**src/sv/paa_pkg.sv**
```systemverilog
// Package: shared types and constants for the process alarm annunciator.
`timescale 1ns / 1ps

package paa_pkg;

   // Field widths
   localparam int VALUE_WIDTH    = 24;
   localparam int COUNT_WIDTH    = 8;
   localparam int CSR_ADDR_WIDTH = 3;
   localparam int CSR_DATA_WIDTH = 32;

   // Scans between blink phase toggles after reset
   localparam logic [COUNT_WIDTH-1:0] SCANS_PER_BLINK_RESET = 8'd6;

   // Register index, taken from the word address bit of paddr
   typedef enum logic {
      REG_SCANS_PER_BLINK = 1'b0
   } reg_index_type;

   typedef enum logic [1:0] {
      FAULT_NONE     = 2'd0,
      FAULT_BELOW    = 2'd1,
      FAULT_NEGATIVE = 2'd2,
      FAULT_ABOVE    = 2'd3
   } fault_type;

   typedef enum logic [1:0] {
      LEVEL_NORMAL   = 2'd0,
      LEVEL_HIGH     = 2'd1,
      LEVEL_HIGHHIGH = 2'd2
   } level_type;

   // One measurement point as held in the input register
   typedef struct packed {
      logic signed [VALUE_WIDTH-1:0] sample_value;
      logic signed [VALUE_WIDTH-1:0] upper_limit;
      logic signed [VALUE_WIDTH-1:0] lower_limit;
      logic signed [VALUE_WIDTH-1:0] alarm_high;
      logic signed [VALUE_WIDTH-1:0] alarm_highhigh;
      logic                          point_active;
      logic                          source_active;
      logic                          last_of_scan;
   } point_type;

   // Per-point classification
   typedef struct packed {
      fault_type fault;
      level_type level;
   } grade_type;

   // Lamp and relay drive
   typedef struct packed {
      logic relay_yellow;
      logic relay_red;
      logic backlight;
      logic pickup;
   } lamp_type;

   // Annunciator status after one point
   typedef struct packed {
      lamp_type  lamps;
      level_type latched;
   } scan_stat_type;

endpackage

```
**src/sv/paa_grade.sv**
```systemverilog
// Point grader: sensor fault check and alarm level for one measurement point.
`timescale 1ns / 1ps

module paa_grade
   import paa_pkg::*;
(
   input  point_type point,
   output grade_type grade
);

   logic active;

   assign active = point.point_active & point.source_active;

   // Check faults in priority order, then grade a healthy point
   always_comb begin
      grade.fault = FAULT_NONE;
      grade.level = LEVEL_NORMAL;
      if (active) begin
         if (point.sample_value < point.lower_limit) begin
            grade.fault = FAULT_BELOW;
         end else if (point.sample_value[VALUE_WIDTH-1]) begin
            grade.fault = FAULT_NEGATIVE;
         end else if (point.sample_value > point.upper_limit) begin
            grade.fault = FAULT_ABOVE;
         end else if (point.sample_value > point.alarm_highhigh) begin
            grade.level = LEVEL_HIGHHIGH;
         end else if (point.sample_value > point.alarm_high) begin
            grade.level = LEVEL_HIGH;
         end
      end
   end

endmodule

```
**src/sv/paa_scan.sv**
```systemverilog
// Scan tracker: worst level of the scan, blink phase, latched level and lamp drive.
`timescale 1ns / 1ps

module paa_scan
   import paa_pkg::*;
(
   input  logic                   clock,
   input  logic                   reset,
   input  logic                   step_en,
   input  level_type              point_level,
   input  logic                   last_of_scan,
   input  logic [COUNT_WIDTH-1:0] scans_per_blink,
   output scan_stat_type          stat_in,
   output level_type              latched_now
);

   level_type              scan_level_ff, scan_level_in;
   logic [COUNT_WIDTH-1:0] scan_counter_ff, scan_counter_in;
   logic                   blink_phase_ff, blink_phase_in;
   level_type              latched_ff, latched_in;
   lamp_type               lamps_ff, lamps_in;

   level_type              level_acc;
   logic [COUNT_WIDTH-1:0] count_inc;
   logic                   toggle;

   // Fold this point into the scan level
   assign level_acc = (point_level > scan_level_ff) ? point_level : scan_level_ff;
   assign count_inc = scan_counter_ff + COUNT_WIDTH'(1);
   assign toggle    = last_of_scan && (count_inc >= scans_per_blink);

   // At scan end, advance counter and phase and clear the scan level; raise the latched level on a toggle to phase 1
   always_comb begin
      scan_counter_in = scan_counter_ff;
      blink_phase_in  = blink_phase_ff;
      scan_level_in   = level_acc;
      latched_in      = latched_ff;
      if (last_of_scan) begin
         scan_level_in   = LEVEL_NORMAL;
         scan_counter_in = toggle ? '0 : count_inc;
      end
      if (toggle) begin
         blink_phase_in = ~blink_phase_ff;
         if (!blink_phase_ff && (level_acc > latched_ff)) begin
            latched_in = level_acc;
         end
      end
   end

   // Drive lamps and relays on a phase toggle
   always_comb begin
      lamps_in = lamps_ff;
      if (toggle) begin
         if (blink_phase_in) begin
            unique case (latched_in)
               LEVEL_HIGHHIGH: begin
                  lamps_in.pickup       = 1'b1;
                  lamps_in.relay_red    = 1'b1;
                  lamps_in.relay_yellow = 1'b0;
               end
               LEVEL_HIGH: begin
                  lamps_in.pickup       = 1'b1;
                  lamps_in.backlight    = 1'b1;
                  lamps_in.relay_yellow = 1'b1;
                  lamps_in.relay_red    = 1'b0;
               end
               default: begin
                  lamps_in.backlight    = 1'b1;
                  lamps_in.relay_red    = 1'b0;
                  lamps_in.relay_yellow = 1'b0;
               end
            endcase
         end else begin
            lamps_in.pickup    = 1'b0;
            lamps_in.backlight = 1'b0;
         end
      end
   end

   always_ff @(posedge clock) begin
      if (reset) begin
         scan_level_ff   <= LEVEL_NORMAL;
         scan_counter_ff <= '0;
         blink_phase_ff  <= 1'b0;
         latched_ff      <= LEVEL_NORMAL;
         lamps_ff        <= '0;
      end else if (step_en) begin
         scan_level_ff   <= scan_level_in;
         scan_counter_ff <= scan_counter_in;
         blink_phase_ff  <= blink_phase_in;
         latched_ff      <= latched_in;
         lamps_ff        <= lamps_in;
      end
   end

   assign stat_in.lamps   = lamps_in;
   assign stat_in.latched = latched_in;
   assign latched_now     = latched_ff;

endmodule

```
**src/sv/process_alarm_annunciator_unit.sv**
```systemverilog
// Throughput: one point per cycle; input register, grading and scan update,
// then the result register, which stalls only when rsp_ready is held low.
// Reset clears the scan level, scan counter, blink phase, latched level and all
// lamps and relays, and sets scans_per_blink to 6.
`timescale 1ns / 1ps

module process_alarm_annunciator_unit
   import paa_pkg::*;
(
   input  logic                             clock,
   input  logic                             reset,
   // Measurement point channel
   input  logic                             req_valid,
   output logic                             req_ready,
   input  logic signed [VALUE_WIDTH-1:0]    req_sample_value,
   input  logic signed [VALUE_WIDTH-1:0]    req_upper_limit,
   input  logic signed [VALUE_WIDTH-1:0]    req_lower_limit,
   input  logic signed [VALUE_WIDTH-1:0]    req_alarm_high,
   input  logic signed [VALUE_WIDTH-1:0]    req_alarm_highhigh,
   input  logic                             req_point_active,
   input  logic                             req_source_active,
   input  logic                             req_last_of_scan,
   // Result channel
   output logic                             rsp_valid,
   input  logic                             rsp_ready,
   output logic [1:0]                       rsp_point_fault,
   output logic [1:0]                       rsp_point_level,
   output logic                             rsp_scan_done,
   output logic                             rsp_pickup_lamp,
   output logic                             rsp_backlight_lamp,
   output logic                             rsp_relay_red,
   output logic                             rsp_relay_yellow,
   output logic [1:0]                       rsp_latched_alarm,
   // Register port
   input  logic                             csr_psel,
   input  logic                             csr_penable,
   input  logic                             csr_pwrite,
   input  logic [CSR_ADDR_WIDTH-1:0]        csr_paddr,
   input  logic [CSR_DATA_WIDTH-1:0]        csr_pwdata,
   output logic [CSR_DATA_WIDTH-1:0]        csr_prdata,
   output logic                             csr_pready
);

   logic                   in_valid_ff;
   point_type              in_point_ff;
   logic                   advance;

   logic                   rsp_valid_ff;
   grade_type              rsp_grade_ff;
   logic                   rsp_done_ff;
   scan_stat_type          rsp_stat_ff;

   grade_type              grade;
   scan_stat_type          stat_in;
   level_type              latched_now;

   logic [COUNT_WIDTH-1:0] spb_ff;
   reg_index_type          csr_index;
   logic                   csr_write;

   // Handshake: move the held point on when the result register is free
   assign advance   = in_valid_ff && (!rsp_valid_ff || rsp_ready);
   assign req_ready = !in_valid_ff || advance;

   // Input register
   always_ff @(posedge clock) begin
      if (reset) begin
         in_valid_ff <= 1'b0;
      end else if (req_ready) begin
         in_valid_ff <= req_valid;
      end
   end

   always_ff @(posedge clock) begin
      if (req_valid && req_ready) begin
         in_point_ff.sample_value   <= req_sample_value;
         in_point_ff.upper_limit    <= req_upper_limit;
         in_point_ff.lower_limit    <= req_lower_limit;
         in_point_ff.alarm_high     <= req_alarm_high;
         in_point_ff.alarm_highhigh <= req_alarm_highhigh;
         in_point_ff.point_active   <= req_point_active;
         in_point_ff.source_active  <= req_source_active;
         in_point_ff.last_of_scan   <= req_last_of_scan;
      end
   end

   paa_grade u_grade (
      .point (in_point_ff),
      .grade (grade)
   );

   paa_scan u_scan (
      .clock           (clock),
      .reset           (reset),
      .step_en         (advance),
      .point_level     (grade.level),
      .last_of_scan    (in_point_ff.last_of_scan),
      .scans_per_blink (spb_ff),
      .stat_in         (stat_in),
      .latched_now     (latched_now)
   );

   // Result register
   always_ff @(posedge clock) begin
      if (reset) begin
         rsp_valid_ff <= 1'b0;
      end else if (!rsp_valid_ff || rsp_ready) begin
         rsp_valid_ff <= in_valid_ff;
      end
   end

   always_ff @(posedge clock) begin
      if (advance) begin
         rsp_grade_ff <= grade;
         rsp_done_ff  <= in_point_ff.last_of_scan;
         rsp_stat_ff  <= stat_in;
      end
   end

   assign rsp_valid          = rsp_valid_ff;
   assign rsp_point_fault    = rsp_grade_ff.fault;
   assign rsp_point_level    = rsp_grade_ff.level;
   assign rsp_scan_done      = rsp_done_ff;
   assign rsp_pickup_lamp    = rsp_stat_ff.lamps.pickup;
   assign rsp_backlight_lamp = rsp_stat_ff.lamps.backlight;
   assign rsp_relay_red      = rsp_stat_ff.lamps.relay_red;
   assign rsp_relay_yellow   = rsp_stat_ff.lamps.relay_yellow;
   assign rsp_latched_alarm  = rsp_stat_ff.latched;

   // Register port: write on the access phase, read back combinationally
   assign csr_index  = reg_index_type'(csr_paddr[2]);
   assign csr_write  = csr_psel && csr_penable && csr_pwrite;
   assign csr_pready = 1'b1;

   always_ff @(posedge clock) begin
      if (reset) begin
         spb_ff <= SCANS_PER_BLINK_RESET;
      end else if (csr_write && (csr_index == REG_SCANS_PER_BLINK)) begin
         spb_ff <= csr_pwdata[COUNT_WIDTH-1:0];
      end
   end

   always_comb begin
      unique case (csr_index)
         REG_SCANS_PER_BLINK: csr_prdata = {{(CSR_DATA_WIDTH-COUNT_WIDTH){1'b0}}, spb_ff};
         default:             csr_prdata = '0;
      endcase
   end

   // Latched level only rises
   assert property (@(posedge clock) disable iff (reset)
      advance |-> (stat_in.latched >= latched_now))
      else $error("latched level fell");

   // Relays are never both driven
   assert property (@(posedge clock) disable iff (reset)
      rsp_valid |-> !(rsp_relay_red && rsp_relay_yellow))
      else $error("both relays driven");

   // A graded level only comes with a healthy point
   assert property (@(posedge clock) disable iff (reset)
      (rsp_valid && (rsp_point_level != LEVEL_NORMAL)) |-> (rsp_point_fault == FAULT_NONE))
      else $error("alarm level on a faulted point");

   // Input stalls only when both registers hold a transaction
   assert property (@(posedge clock) disable iff (reset)
      !req_ready |-> (in_valid_ff && rsp_valid_ff && !rsp_ready))
      else $error("input stalled with room free");

endmodule

```
**config.mk**
```make
export PLATFORM = sky130hd
export DESIGN_NAME = process_alarm_annunciator_unit
export DESIGN_NICKNAME = d
export VERILOG_FILES = /design/src/sv/paa_pkg.sv /design/src/sv/paa_grade.sv /design/src/sv/paa_scan.sv /design/src/sv/process_alarm_annunciator_unit.sv
export SDC_FILE = /design/constraint.sdc
export NUM_CORES = 1
export LEC_CHECK = 0
export BUFFER_PORTS_ARGS = -buffer_cell sky130_fd_sc_hd__buf_2
export CORE_ASPECT_RATIO = 0.8
export CORE_MARGIN = 2
export CORE_UTILIZATION = 30
export DETAILED_ROUTE_END_ITERATION = 12
export GPL_ROUTABILITY_DRIVEN = 0
export HOLD_SLACK_MARGIN = 0.03
export PLACE_DENSITY = 0.51
export SETUP_SLACK_MARGIN = 0.02
export SLEW_MARGIN = 10
export SYNTH_ARGS = -nofsm -noshare
export SYNTH_HDL_FRONTEND = slang
export SYNTH_SLANG_ARGS = --single-unit
```
**constraint.sdc**
```tcl
create_clock -name clock -period 9 [get_ports clock]
set_clock_uncertainty 0.05 [all_clocks]
set_input_delay 1.35 -clock clock [delete_from_list [all_inputs] [get_ports clock]]
set_output_delay 1.35 -clock clock [all_outputs]
set_load 0.02 [all_outputs]
```
# Yosys cells after proc, flatten, opt, wreduce, memory -nomap -nowiden
# Cells that the tools add are included.
dict set report op_classes {
  n_bitwise 4
  n_reduce_logical 15
  muxes 22
  add_sub_neg 1
  order_cmp 7
  eq_ne 2
}
# cell n
set ops {}
lappend ops {{> comparator 24 bit} 3}
lappend ops {{two-way mux 2 bit} 13}
lappend ops {{< comparator 24 bit} 1}
lappend ops {{two-way mux 8 bit} 2}
lappend ops {{adder 8 x 1 -> 8 bit, second input constant} 1}
lappend ops {{greater-or-equal comparator 8 bit} 1}
lappend ops {{logical AND 1 bit} 7}
lappend ops {{two-way mux 1 bit} 5}
lappend ops {{> comparator 2 bit} 2}
lappend ops {{two-way mux 4 bit} 1}
lappend ops {{case mux 2 bit (2 select lines)} 1}
lappend ops {{OR reduction 2 bit} 2}
lappend ops {{zero test 1 bit} 3}
lappend ops {{NOT 1 bit} 3}
lappend ops {{equality test 2 x 1 -> 1 bit, second input constant} 1}
lappend ops {{equality test 2 bit, second input constant} 1}
lappend ops {{logical OR 1 bit} 2}
lappend ops {{AND reduction 2 bit} 1}
lappend ops {{bitwise AND 1 bit} 1}
dict set report word_totals {
  wordCells 79
  output_inout_bits 46
  register_bits 161
  inputBits 165
}

# Logic depth before layout (Yosys ltp)
# Gate-level depths: netlist of run 1.
dict set report depth {
  ltp_word 18
  ltp_mapped 27
  ltp_nobuf 26
}

# By module
# A second synthesis of run 1 with hierarchy kept.
dict set report unflattened {
  hier_cells 726
  area_unflattened_um2 8483.1
}
# mod n_inst seq_area_each_um2 cells_per_inst area_each_um2
set by_module_without_submodules {}
lappend by_module_without_submodules {process_alarm_annunciator_unit 1 4224.1 215 4733.3}
lappend by_module_without_submodules {paa_grade 1 0.0 346 2467.4}
lappend by_module_without_submodules {paa_scan 1 340.3 165 1282.5}

# Worst setup path before layout of run 1
# Ideal clock, no wire load.
dict set report synth_path {
  kind {register to register}
  start {register in_point_ff[122] (netlist name)}
  end {register rsp_stat_ff (netlist bit rsp_pickup_lamp), data pin}
  synth_period_minus_slack_ns 5.647
  t_required_ns 8.696
  setup_slack_ns 3.353
  path_stages_with_launch 22
  arrival_time_ns 5.343
  n_path_buf 1
  cell_sequence {edfxtp_1 > ha_1 > nand3_1 > or3_1 > a2111o_1 > a221o_1 > or4b_1 > or4_1 > buf_2 > ha_1 > inv_1 > o22ai_1 > nand2_1 > o21a_1 > ha_1 > a211oi_1 > nand3_1 > a21oi_1 > inv_1 > ha_1 > nor2_1 > o21a_1}
}
# item line_no
set synth_lines {}
lappend synth_lines {{start, declared} process_alarm_annunciator_unit.sv:45} ;# point_type in_point_ff;
lappend synth_lines {{end signal, assigned} process_alarm_annunciator_unit.sv:116} ;# rsp_stat_ff <= stat_in;
lappend synth_lines {{end, declared} process_alarm_annunciator_unit.sv:51} ;# scan_stat_type rsp_stat_ff;

# Worst setup path after layout of run 1
dict set report layout_path {
  start {register in_point_ff[122] (netlist name)}
  end {register u_scan.lamps_ff[0] (netlist name)}
}
dict set report layout_between {
  elab_chain_cells 18
  elab_cells_between_ends 22
  classes_between {order compare: 6; eq/ne: 2; mux: 12; reduce/logical: 2}
}
# item line_no
set layout_lines {}
lappend layout_lines {{> comparator 24 bit} paa_grade.sv:28} ;# end else if (point.sample_value > point.alarm_high) begin
lappend layout_lines {{two-way mux 1 bit} paa_grade.sv:28}
lappend layout_lines {{two-way mux 2 bit} paa_grade.sv:26} ;# end else if (point.sample_value > point.alarm_highhigh) begin
lappend layout_lines {{two-way mux 2 bit} paa_grade.sv:24} ;# end else if (point.sample_value > point.upper_limit) begin
lappend layout_lines {{two-way mux 2 bit} paa_grade.sv:22} ;# end else if (point.sample_value[VALUE_WIDTH-1]) begin
lappend layout_lines {{two-way mux 2 bit *} paa_grade.sv:20} ;# if (point.sample_value < point.lower_limit) begin
lappend layout_lines {{two-way mux 2 bit *} paa_grade.sv:19} ;# if (active) begin
lappend layout_lines {{> comparator 2 bit} paa_scan.sv:28} ;# assign level_acc = (point_level > scan_level_ff) ? point_level : scan_level_ff;
lappend layout_lines {{[... 2 more ...]} -}
lappend layout_lines {{logical AND 1 bit} paa_scan.sv:44} ;# if (!blink_phase_ff && (level_acc > latched_ff)) begin
lappend layout_lines {{two-way mux 2 bit *} paa_scan.sv:44}
lappend layout_lines {{two-way mux 2 bit *} paa_scan.sv:42} ;# if (toggle) begin
lappend layout_lines {{equality test 2 bit or equality test 2 x 1 -> 1 bit (tied branches)} paa_scan.sv:55} ;# unique case (latched_in)
lappend layout_lines {{OR reduction 2 bit (no line) *} -}
lappend layout_lines {{two-way mux 1 bit *} paa_scan.sv:55}
lappend layout_lines {{two-way mux 2 bit *} paa_scan.sv:54} ;# if (blink_phase_in) begin
lappend layout_lines {{two-way mux 4 bit *} paa_scan.sv:53} ;# if (toggle) begin
lappend layout_lines {{end signal, assigned} paa_scan.sv:92} ;# lamps_ff <= lamps_in;
lappend layout_lines {{end, declared} paa_scan.sv:21} ;# lamp_type lamps_ff, lamps_in;
# Mark *: on every way between the ends. The rest lies on a longest branch, timed or not.
# A chain may end at the register's enable or synchronous reset.

==> out/qor.csv, run 1 <==
metric;value;unit
CP Capture Type;flip-flop;
Clk pin slew, worst setup/hold paths;0.07;ns
post-cts resize count;0;
Vias;5526;
Placed Area;9410;um^2
GRT Resource Usage Total;13.6;%
Die ar.;28900;um^2
Nets;1171;
IO Pins;211;
dpl hpwl;14300;um
Area growth syn-to-layout;21.5;%
Netlist Area Pre-Place;8270;um^2
CTS Buf Count;17;
drt total wl;18900;um
EDFF count, synth;134;
unrepaired setup endpoints after global routing;no;
Clock power frac;42.3;%
Hold WC Path Type;flip-flop to flip-flop;
Least-Margin Pin Slew;1.03;ns
Fillers;2708;
vias in the first global route;5616;
Worst Path Max Fanout;7;
Clock Sinks;161;
DIE WIDTH;190;um
sw frac;24.8;%
layout cells sized above 1;21.6;%
leakage;4.56;nW
H-tree levels;4;
final non-filler cell area;10000;um^2
syn_area_per_cell;11.4;um^2
wire length per cell;14.8;um
antenna-violating nets left;0;
Hold-fix buffers, CTS;0;
total gr overflow;0;
Setup Crit Path Kind;flip-flop to flip-flop;
Internal Power;1.37;mW
Max Clk Rate;157;MHz
synth unique cells;50;
Pwr Density;182;nW/um^2
IR Drop Worst-Case VDD;0.127;mV
Min Clock Period, post-route;6.36;ns
sequential share of the synthesized area;55.2;%
Max-Cap Viols;0;
Starting Density;30.4;%
setup TNS;0;ns
DR vias/cell;4.33;
Worst setup SP type;flip-flop;
Gate Count Post-Synth;723;
Synth warnings;0;
DRT Pass-1 Iters;4;
Req. time, crit path;9.31;ns
DRT iter0 DRCs;217;
Tcrit/Tclk final;70.6;%
clk root buf;clkbuf_16;
clock tree buffer depth;2;
switching power total;0.452;mW
Seq pwr share;47.6;%
Synth Flop Type;edfxtp_1;
CTS tree;built;
Core ar.;27200;um^2
DR DRC count;0;
clk_lat worst skew;0.43;ns
initial antenna violation count;3;
Die H;152;um
Final Max Tran Viols;0;
final hold slack;0.404;ns
first-pass GRT wire length;29700;um
largest net degree at the start of global routing;80;
site row count;54;
combinational share of power;10.0;%
Rel. slew slack;31.7;%
asr flop ratio synth;0;%
setup violators final;0;
outcome;finished, final reports clean;
final hold violation count;0;
postcts setup bufs;0;
critical path data arrival time;6.66;ns
Port-buffer cells;159;
#FFs+latches synth;161;
[Yosys cell counts, types with 2 or more instances]
cell / count / share of area [%]
o211ai_1: 10 / 0.91
or4_1: 3 / 0.27
a21oi_1: 63 / 3.8
a21o_1: 7 / 0.64
and2_1: 2 / 0.15
o21ai_0: 14 / 0.85
nor2_1: 49 / 2.2
conb_1: 2 / 0.091
dfxtp_1: 27 / 6.5
xnor2_1: 7 / 0.74
ha_1: 111 / 17
nor3_1: 7 / 0.42
xor2_1: 6 / 0.64
clkbuf_1: 5 / 0.23
edfxtp_1: 134 / 49
inv_1: 114 / 5.2
nor2b_1: 6 / 0.45
nand3_1: 16 / 0.97
nand4_1: 19 / 1.4
a21boi_0: 3 / 0.27
o21a_1: 7 / 0.64
a31oi_1: 2 / 0.15
nor4_1: 4 / 0.30
a211oi_1: 3 / 0.27
a211o_1: 3 / 0.32
buf_4: 25 / 2.3
nand2_1: 47 / 2.1
nand2b_1: 5 / 0.38
[routing by layer]
layer / routed length [um] / GRT usage (%)
met5: 0 / 0
met4: 155 / 3.88
met2: 7980 / 19.9
met3: 1020 / 3.87
met1: 9720 / 19.7
[stage by stage]
stage / instances / util, % / setup slack (ns) / total power, mW
after global placement: 1240 / 34.6 / 2.60 / 1.07
after detailed placement: 1240 / 34.6 / 2.57 / 1.07
after global routing: 1273 / 36.9 / 2.13 / 1.91
after CTS: 1272 / 36.9 / 2.55 / 1.85
after floorplan: 746 / - / 3.35 / 1.00
final: 1275 / 37.0 / 2.64 / 1.82
[power by group through the flow]
stage | sequential (mW) | clock, mW | combinational, mW
2_1_floorplan | 0.883 | 0 | 0.119
3_3_place_gp | 0.885 | 0 | 0.181
3_5_place_dp | 0.885 | 0 | 0.184
4_1_cts | 0.869 | 0.799 | 0.186
5_1_grt | 0.873 | 0.826 | 0.213
6_report | 0.868 | 0.771 | 0.183
[flip-flops by register name, summed over array words and instances, names as in the netlist, 2 cells and up]
signal	flops
u_scan.scan_level_ff	2
u_scan.scan_counter_ff	8
rsp_point_fault	2
in_point_ff	123
rsp_point_level	2
rsp_latched_alarm	2
u_scan.latched_now	2
u_scan.lamps_ff	4
spb_ff	8
[worst max-delay path, stage by stage, from the launching register on]
cell,delay [ns]
edfxtp_1,0.52
ha_1,0.37
nand3_1,0.12
or3_1,0.40
a2111o_1,0.45
a221o_1,0.35
or4b_1,0.51
or4_1,0.69
ha_1,0.35
inv_1,0.03
o22ai_1,0.30
nand2_1,0.13
o21a_1,0.17
ha_1,0.28
a211oi_1,0.22
nand3_1,0.23
a21oi_1,0.37
inv_1,0.08
ha_1,0.28
nor2_1,0.14
o211ai_1,0.10
a21oi_1,0.15
[final timing paths]
kind / from / end / slack [ns] / cells after the start
worst max register to register: in_point_ff[122] / u_scan.lamps_ff[0] / 2.64 / 21
worst min register to register: spb_ff[4] / spb_ff[4] / 0.40 / 2
worst max-delay path: in_point_ff[122] / u_scan.lamps_ff[0] / 2.64 / 21
worst min-delay path: spb_ff[4] / spb_ff[4] / 0.40 / 2
[cells in the final DEF, fill, tap and decap left out, types with 4 or more instances in the layout]
cell type / count
clkbuf_16: 17
buf_2: 159
a21oi_1: 63
nor2_1: 49
a21o_1: 7
nor3_1: 7
inv_6: 6
xor2_1: 6
nand2_1: 47
nor4_1: 4
inv_1: 114
nand4_1: 19
o21a_1: 7
edfxtp_1: 134
dfxtp_1: 27
xnor2_1: 7
nand3_1: 16
o21ai_0: 14
nor2b_1: 6
ha_1: 111
conb_1: 25
nand2b_1: 5
o211ai_1: 10
[cell type report]
class / count / area, um^2 / share of cell area [%]
repair buffers: 161 / 811 / 8.08
inverters: 114 / 428 / 4.26
clock inverters: 15 / 196 / 1.96
well taps: 364 / 455 / 4.54
flip-flops and latches: 161 / 4560 / 45.5
clock buffers: 17 / 425 / 4.24
multi-input cells: 440 / 3150 / 31.4
diodes: 3 / 7.51 / 0.0748
[logic make-up (layout without fill, tap and decap cells)]
family | Yosys count | in the layout | synth area share [%]
simple gates | 166 | 166 | 9.52
flops | 161 | 161 | 55.2
buf+inv | 145 | 307 | 7.74
compound gates | 123 | 123 | 8.99
fa+ha+maj | 111 | 111 | 16.8
xor+xnor | 13 | 13 | 1.38
other cells | 2 | 28 | 0.0909
mux | 2 | 2 | 0.257
Note: power is estimated with default switching activity, not from simulation.
==> run 2: changes to the inputs <==
--- a/config.mk
+++ b/config.mk
@@ -5,6 +5,7 @@
 export SDC_FILE = /design/constraint.sdc
 export NUM_CORES = 1
 export LEC_CHECK = 0
+export ABC_AREA = 1
 export BUFFER_PORTS_ARGS = -buffer_cell sky130_fd_sc_hd__buf_2
 export CORE_ASPECT_RATIO = 0.8
 export CORE_MARGIN = 2
@@ -12,7 +13,7 @@
 export DETAILED_ROUTE_END_ITERATION = 12
 export GPL_ROUTABILITY_DRIVEN = 0
 export HOLD_SLACK_MARGIN = 0.03
-export PLACE_DENSITY = 0.51
+export PLACE_DENSITY = 0.53
 export SETUP_SLACK_MARGIN = 0.02
 export SLEW_MARGIN = 10
 export SYNTH_ARGS = -nofsm -noshare
==> constraint.sdc (replaced) <==
create_clock -name clock -period 5.1 [get_ports clock]
set_clock_uncertainty 0.05 [all_clocks]
set_input_delay 0.765 -clock clock [delete_from_list [all_inputs] [get_ports clock]]
set_output_delay 0.765 -clock clock [all_outputs]
set_load 0.02 [all_outputs]
==> run 2 against run 1 <==
  * Sequential power rose by 77%
  * Clock power rose by 70%
  * Fmax rose by 40%
  * Synthesized cell count rose by 18%
  * Critical path depth rose by 7
  * Critical path type unchanged
==> out/qor.csv, run 2 <==
metric;value;unit
Die ar.;30000;um^2
clock tree buffer depth;2;
wire length per cell;13.3;um
Crit path largest cell delay;0.45;ns
biggest registers after layout;in_point_ff: 123 flops, spb_ff: 8 flops, u_scan.scan_counter_ff: 8 flops;
max reg flops;123;
synth unique cells;38;
vias in the first global route;5609;
Vias;5800;
Area growth syn-to-layout;20.7;%
GRT Resource Usage Total;13.1;%
leakage;5.16;nW
unrepaired setup endpoints after global routing;no;
Synth Flop Type;edfxtp_1;
Port-buffer cells;159;
overall power;3.23;mW
dpl hpwl;14500;um
count leader, synth;inv_1;
site row count;55;
DR vias/cell;4.11;
layout cells sized above 1;21.4;%
Gate Count Post-Synth;851;
Max-Cap Viols;0;
initial antenna violation count;2;
IO Pins;211;
Max Clk Rate;220;MHz
Synth area leader;edfxtp_1;
Final Max Tran Viols;0;
Netlist Area Pre-Place;8590;um^2
Synth warnings;0;
Worst Path Max Fanout;4;
outcome;finished, final reports clean;
Req. time, crit path;5.42;ns
CP Capture Type;flip-flop;
DR DRC count;0;
critical path data arrival time;4.87;ns
clk root buf;clkbuf_16;
Clock Sinks;161;
total gr overflow;0;
DRT Pass-1 Iters;4;
sequential share of the synthesized area;53.1;%
Hold-fix buffers, CTS;0;
Pwr Density;311;nW/um^2
DIE WIDTH;193;um
first-pass GRT wire length;29100;um
antenna-violating nets left;0;
Die H;155;um
Nets;1302;
Most common cell on crit path;nand2_1;
Worst setup SP type;flip-flop;
Tcrit/Tclk final;89.1;%
CTS Buf Count;17;
drt total wl;18700;um
syn_area_per_cell;10.1;um^2
Rel. slew slack;43.5;%
synth top area cells;edfxtp_1 47%, ha_1 16%, inv_1 7.7%, nand2_1 6.6%, dfxtp_1 6.3%;
EDFF count, synth;134;
Clk pin slew, worst setup/hold paths;0.06;ns
H-tree levels;4;
CTS tree;built;
Fillers;2843;
Setup Crit Path Kind;flip-flop to flip-flop;
Min Clock Period, post-route;4.54;ns
Core ar.;28200;um^2
setup TNS;0;ns
#FFs+latches synth;161;
Starting Density;30.4;%
commonest non-fill, non-tap cells in the layout;175 x inv_1, 159 x buf_2, 151 x nand2_1, 134 x edfxtp_1, 110 x ha_1;
commonest non-fill, non-tap cell in the layout;inv_1;
slowest library cell on the worst path;edfxtp_1;
Hold WC Path Type;flip-flop to flip-flop;
setup violators final;0;
DRT iter0 DRCs;212;
Top reg by flops;in_point_ff;
Least-Margin Pin Slew;0.848;ns
final hold violation count;0;
area share of the largest cell type after synthesis;46.9;%
Commonest cells post-synth;176 x inv_1, 151 x nand2_1, 134 x edfxtp_1;
largest net degree at the start of global routing;63;
asr flop ratio synth;0;%
IR Drop Worst-Case VDD;0.220;mV
clk_lat worst skew;0.43;ns
run 2: report_power, final:
group	total [mW]	internal, mW	switching [mW]
clock network	1.31	0.769	0.543
logic	0.378	0.146	0.232
registers	1.54	1.50	0.0330
run 2: final timing paths:
path                           startpoint                 endpoint  slack, ns  depth (start not counted)
hold / removal    u_scan.scan_level_ff[1]  u_scan.scan_level_ff[1]       0.42                          2
hold reg to reg   u_scan.scan_level_ff[1]  u_scan.scan_level_ff[1]       0.42                          2
setup reg to reg         in_point_ff[114]       u_scan.lamps_ff[0]       0.56                         28
setup / recovery         in_point_ff[114]       u_scan.lamps_ff[0]       0.56                         28
run 2: area by class of cell:
cell class                 instances  area, um^2  area share (%)
antenna                            3        7.51          0.0724
clock buffer                      18         429            4.14
clock inverter                    14         163            1.57
inverter                         183         689            6.65
multi-input combinational        499        3220            31.0
sequential                       161        4560            44.0
tap                              370         463            4.47
timing repair buffer             164         833            8.04
run 2: through the flow:
| stage | worst slack [ns] | area (um^2) | std cells | util (%) | hold WS, ns |
|---|---|---|---|---|---|
| floorplan | 1.07 | 8670 | 874 | - | 0.395 |
| global placement | 0.447 | 9750 | 1375 | 34.5 | 0.406 |
| detailed placement | 0.444 | 9750 | 1375 | 34.5 | 0.418 |
| CTS | 0.408 | 10300 | 1407 | 36.6 | 0.426 |
| global route | 0.0774 | 10400 | 1411 | 36.7 | 0.416 |
| finish | 0.557 | 10400 | 1412 | 36.7 | 0.421 |
run 2: logic make-up (layout without fill, tap and decap cells):
logic type	Yosys count	in the layout	synth area share [%]
xor gates and xnor gates	6	6	0.612
DFF	161	161	53.1
other	2	28	0.0874
AOI/OAI and AO/OA	96	96	6.34
muxes	1	1	0.131
and+or+nand+nor	260	260	13.1
adders and majority gates	111	111	16.2
buffers and inverters	214	379	10.4
run 2: layer usage:
layer / global-route usage, % / share of wire, % / vias up
met2: 19.6 / 42 / 117
met4: 4.26 / 1.1 / 0
met1: 18.3 / 51 / 2571
met3: 3.59 / 5.4 / 14
met5: 0 / 0 / -
li1: - / - / 3098
run 2: repair_timing:
action                     4_1_cts  5_1_grt
resized for setup                0        3
setup buffers                    0        2
setup endpoints to repair        0        4
run 2: critical path, delay by kind of cell, from the launching register on:
| family | cells | cell delay (ns) |
|---|---|---|
| adders and majority gates | 4 | 1.08 |
| buffers and inverters | 3 | 0.20 |
| DFF | 1 | 0.45 |
| and+or+nand+nor | 13 | 1.36 |
| AOI/OAI and AO/OA | 8 | 1.32 |
==> run 3: changes to the inputs <==
--- a/config.mk
+++ b/config.mk
@@ -9,13 +9,14 @@
 export BUFFER_PORTS_ARGS = -buffer_cell sky130_fd_sc_hd__buf_2
 export CORE_ASPECT_RATIO = 0.8
 export CORE_MARGIN = 2
-export CORE_UTILIZATION = 30
+export CORE_UTILIZATION = 49
 export DETAILED_ROUTE_END_ITERATION = 12
 export GPL_ROUTABILITY_DRIVEN = 0
 export HOLD_SLACK_MARGIN = 0.03
-export PLACE_DENSITY = 0.53
+export PLACE_DENSITY = 0.78
 export SETUP_SLACK_MARGIN = 0.02
 export SLEW_MARGIN = 10
 export SYNTH_ARGS = -nofsm -noshare
 export SYNTH_HDL_FRONTEND = slang
+export SYNTH_HIERARCHICAL = 1
 export SYNTH_SLANG_ARGS = --single-unit
==> run 3 against run 2 <==
  * Via count up 7.7%
  * Count of clock-buffer cells in the layout up 1
  * Critical path type unchanged
  * Highest routed layer unchanged
  * Cell count down 6.4%
  * Clock power down 11%
  * First-iteration DRC count up 70%
  * Power down 4.1%
  * Flip-flop and latch count unchanged
  * Utilization up 23 points
==> out/qor.csv, run 3 <==
metric;value;unit
outcome;finished, final reports clean;
Req. time, crit path;5.42;ns
initial antenna violation count;1;
Hold-fix buffers, CTS;0;
H-tree levels;4;
syn_area_per_cell;9.71;um^2
CTS Buf Count;17;
Synth Flop Type;edfxtp_1;
Die H;124;um
final hold violation count;0;
Placed Cells incl. Taps;1288;
slowest library cell on the worst path;edfxtp_1;
CP Capture Type;flip-flop;
DRT iter0 DRCs;360;
Nets;1359;
met2 WL;7890;um
Post-Synth XOR/XNOR Area;0.497;%
Min Clock Period, post-route;4.55;ns
Commonest cells post-synth;192 x inv_1, 179 x nand2_1, 134 x edfxtp_1;
largest net degree at the start of global routing;50;
IO Pins;211;
final hold slack;0.420;ns
antenna-violating nets left;0;
r2r endpoint;u_scan/lamps_ff[0];
DR vias/cell;4.73;
commonest non-fill, non-tap cell in the layout;inv_1;
EDFF count, synth;134;
first-pass GRT wire length;27900;um
Tcrit/Tclk final;89.2;%
leakage;5.27;nW
GRT Resource Usage Total;19.2;%
clk root buf;clkbuf_16;
Pwr Density;298;nW/um^2
critical path data arrival time;4.87;ns
Worst Path Max Fanout;4;
hold endpoint;u_scan/scan_level_ff[1];
#FFs+latches synth;161;
commonest non-fill, non-tap cells in the layout;191 x inv_1, 179 x nand2_1, 159 x buf_2, 134 x edfxtp_1, 107 x ha_1;
Crit path largest cell delay;0.48;ns
Die ar.;19100;um^2
IR Drop Worst-Case VDD;0.182;mV
met3 WL post-DR;970;um
R2R setup slack;0.55;ns
sequential share of the synthesized area;51.8;%
Max Clk Rate;220;MHz
Least-Margin Pin Slew;0.634;ns
site row count;43;
Max-Cap Viols;0;
Top delay family on crit path;simple AND/OR/NAND/NOR gates;
Setup Crit Path Kind;flip-flop to flip-flop;
asr flop ratio synth;0;%
Hold WC Path Type;flip-flop to flip-flop;
unrepaired setup endpoints after global routing;no;
max reg flops;123;
synth unique cells;38;
Area growth syn-to-layout;17.7;%
Synth area leader;edfxtp_1;
Vias;6245;
count leader, synth;inv_1;
setup TNS;0;ns
Worst setup SP type;flip-flop;
biggest registers after layout;in_point_ff: 123 flops, spb_ff: 8 flops, u_scan/scan_counter_ff: 8 flops;
mux cell area share after synthesis;0;%
DIE WIDTH;154;um
Fillers;1424;
total gr overflow;0;
FF-to-FF Start;in_point_ff[102];
DP Worst Slack;0.434;ns
Port-buffer cells;159;
Simple-Gate Fraction of Synth Area;15.8;%
dpl hpwl;13800;um
adder and majority gate portion of the synthesized area;15.8;%
post-route non-filler standard cell count;1321;
clk_lat worst skew;0.42;ns
Starting Density;50.4;%
layout cells sized above 1;21.0;%
Synth warnings;6;
WL met1;8570;um
DR DRC count;0;
Netlist Area Pre-Place;8810;um^2
post-synthesis compound-gate area fraction;5.07;%
R2R cell count;30;
setup violators final;0;
Core ar.;17500;um^2
main combinational cell family by area after synthesis;simple AND/OR/NAND/NOR gates;
Final Max Tran Viols;0;
Clock Sinks;161;
clock tree buffer depth;2;
Rel. slew slack;57.7;%
Top reg by flops;in_point_ff;
synth top area cells;edfxtp_1 46%, ha_1 16%, inv_1 8.2%, nand2_1 7.6%, dfxtp_1 6.1%;
drt total wl;17700;um
Cells on Worst Hold Path;2;
Most common cell on crit path;nand2_1;
area share of the largest cell type after synthesis;45.6;%
overall power;3.10;mW
Clk pin slew, worst setup/hold paths;0.06;ns
DRT Pass-1 Iters;5;
Gate Count Post-Synth;908;
vias in the first global route;5859;
CTS tree;built;
wire length per cell;13.4;um
hold wc startpoint;u_scan/scan_level_ff[1];
worst path buffer plus inverter count;5;
top layer in use;met4;
final setup margin;0.549;ns
==> run 3: changes by cell type after synthesis, moves of 6 or more <==
cell and delta:
nand3_1 +20, a21oi_1 +6, o21ai_0 -6, nor2_2 +8
inv_1 +16, nand2_1 +28
==> run 3: layout make-up <==
class	count	area [um^2]	share of cell area [%]
Timing Repair Buffer	163	826	7.96
Clock inverter	12	95.1	0.916
Inverter	199	751	7.23
Multi-Input combinational cell	541	3420	33.0
Clock buffer	19	433	4.17
Tap cell	225	282	2.71
Antenna cell	1	2.50	0.0241
Sequential cell	161	4560	44.0
==> run 3: timing repair <==
item / in CTS / in global routing
setup buffers: 0 / 1
resized for setup: 0 / 9
setup endpoints to repair: 0 / 3
==> run 3: how the worst max path moves through the flow <==
stage,from,to,depth (start not counted)
final,in_point_ff[102],u_scan/lamps_ff[0],30
after global placement,in_point_ff[122],u_scan/lamps_ff[0],34
after detailed placement,in_point_ff[122],u_scan/lamps_ff[0],34
after CTS,in_point_ff[122],u_scan/lamps_ff[0],34
after global routing,in_point_ff[114],u_scan/lamps_ff[0],32
after floorplan,rsp_ready,in_point_ff[0],4
==> run 3: per-stage QoR <==
step | area (um^2) | utilization (%)
2_1_floorplan | 8900 | -
3_3_place_gp | 9780 | 55.9
3_5_place_dp | 9780 | 55.9
4_1_cts | 10300 | 59.0
5_1_grt | 10400 | 59.3
6_report | 10400 | 59.3
==> run 3: worst register-to-register path: cells and delay by family, from the launching register on <==
family,cells,cell delay (ns)
AO/OA/AOI/OAI,3,0.37
adder cells (fa/ha/maj),4,1.23
buffers and inverters,5,0.31
flip-flops,1,0.48
AND/OR/NAND/NOR,18,2.05
==> run 3: power breakdown <==
| part | internal (mW) | total (mW) | leakage, nW | switching, mW |
|---|---|---|---|---|
| clock | 0.660 | 1.16 | 0.245 | 0.499 |
| combinational | 0.156 | 0.399 | 3.49 | 0.243 |
| sequential | 1.50 | 1.54 | 1.53 | 0.0335 |
==> run 3: logic make-up (layout without fill, tap and decap cells) <==
| kind of cell | Yosys count | in the layout |
|---|---|---|
| compound gates | 83 | 83 |
| xor+xnor | 5 | 5 |
| fa+ha+maj | 111 | 111 |
| buf+inv | 229 | 393 |
| flops | 161 | 161 |
| other cells | 2 | 26 |
| simple gates | 317 | 317 |
==> run 3: layer usage <==
| metal | GRT usage [%] | vias to the layer above |
|---|---|---|
| met5 | 0 | - |
| met4 | 5.43 | 0 |
| met3 | 4.70 | 21 |
| met2 | 30.1 | 189 |
| met1 | 26.9 | 2795 |
| li1 | - | 3240 |
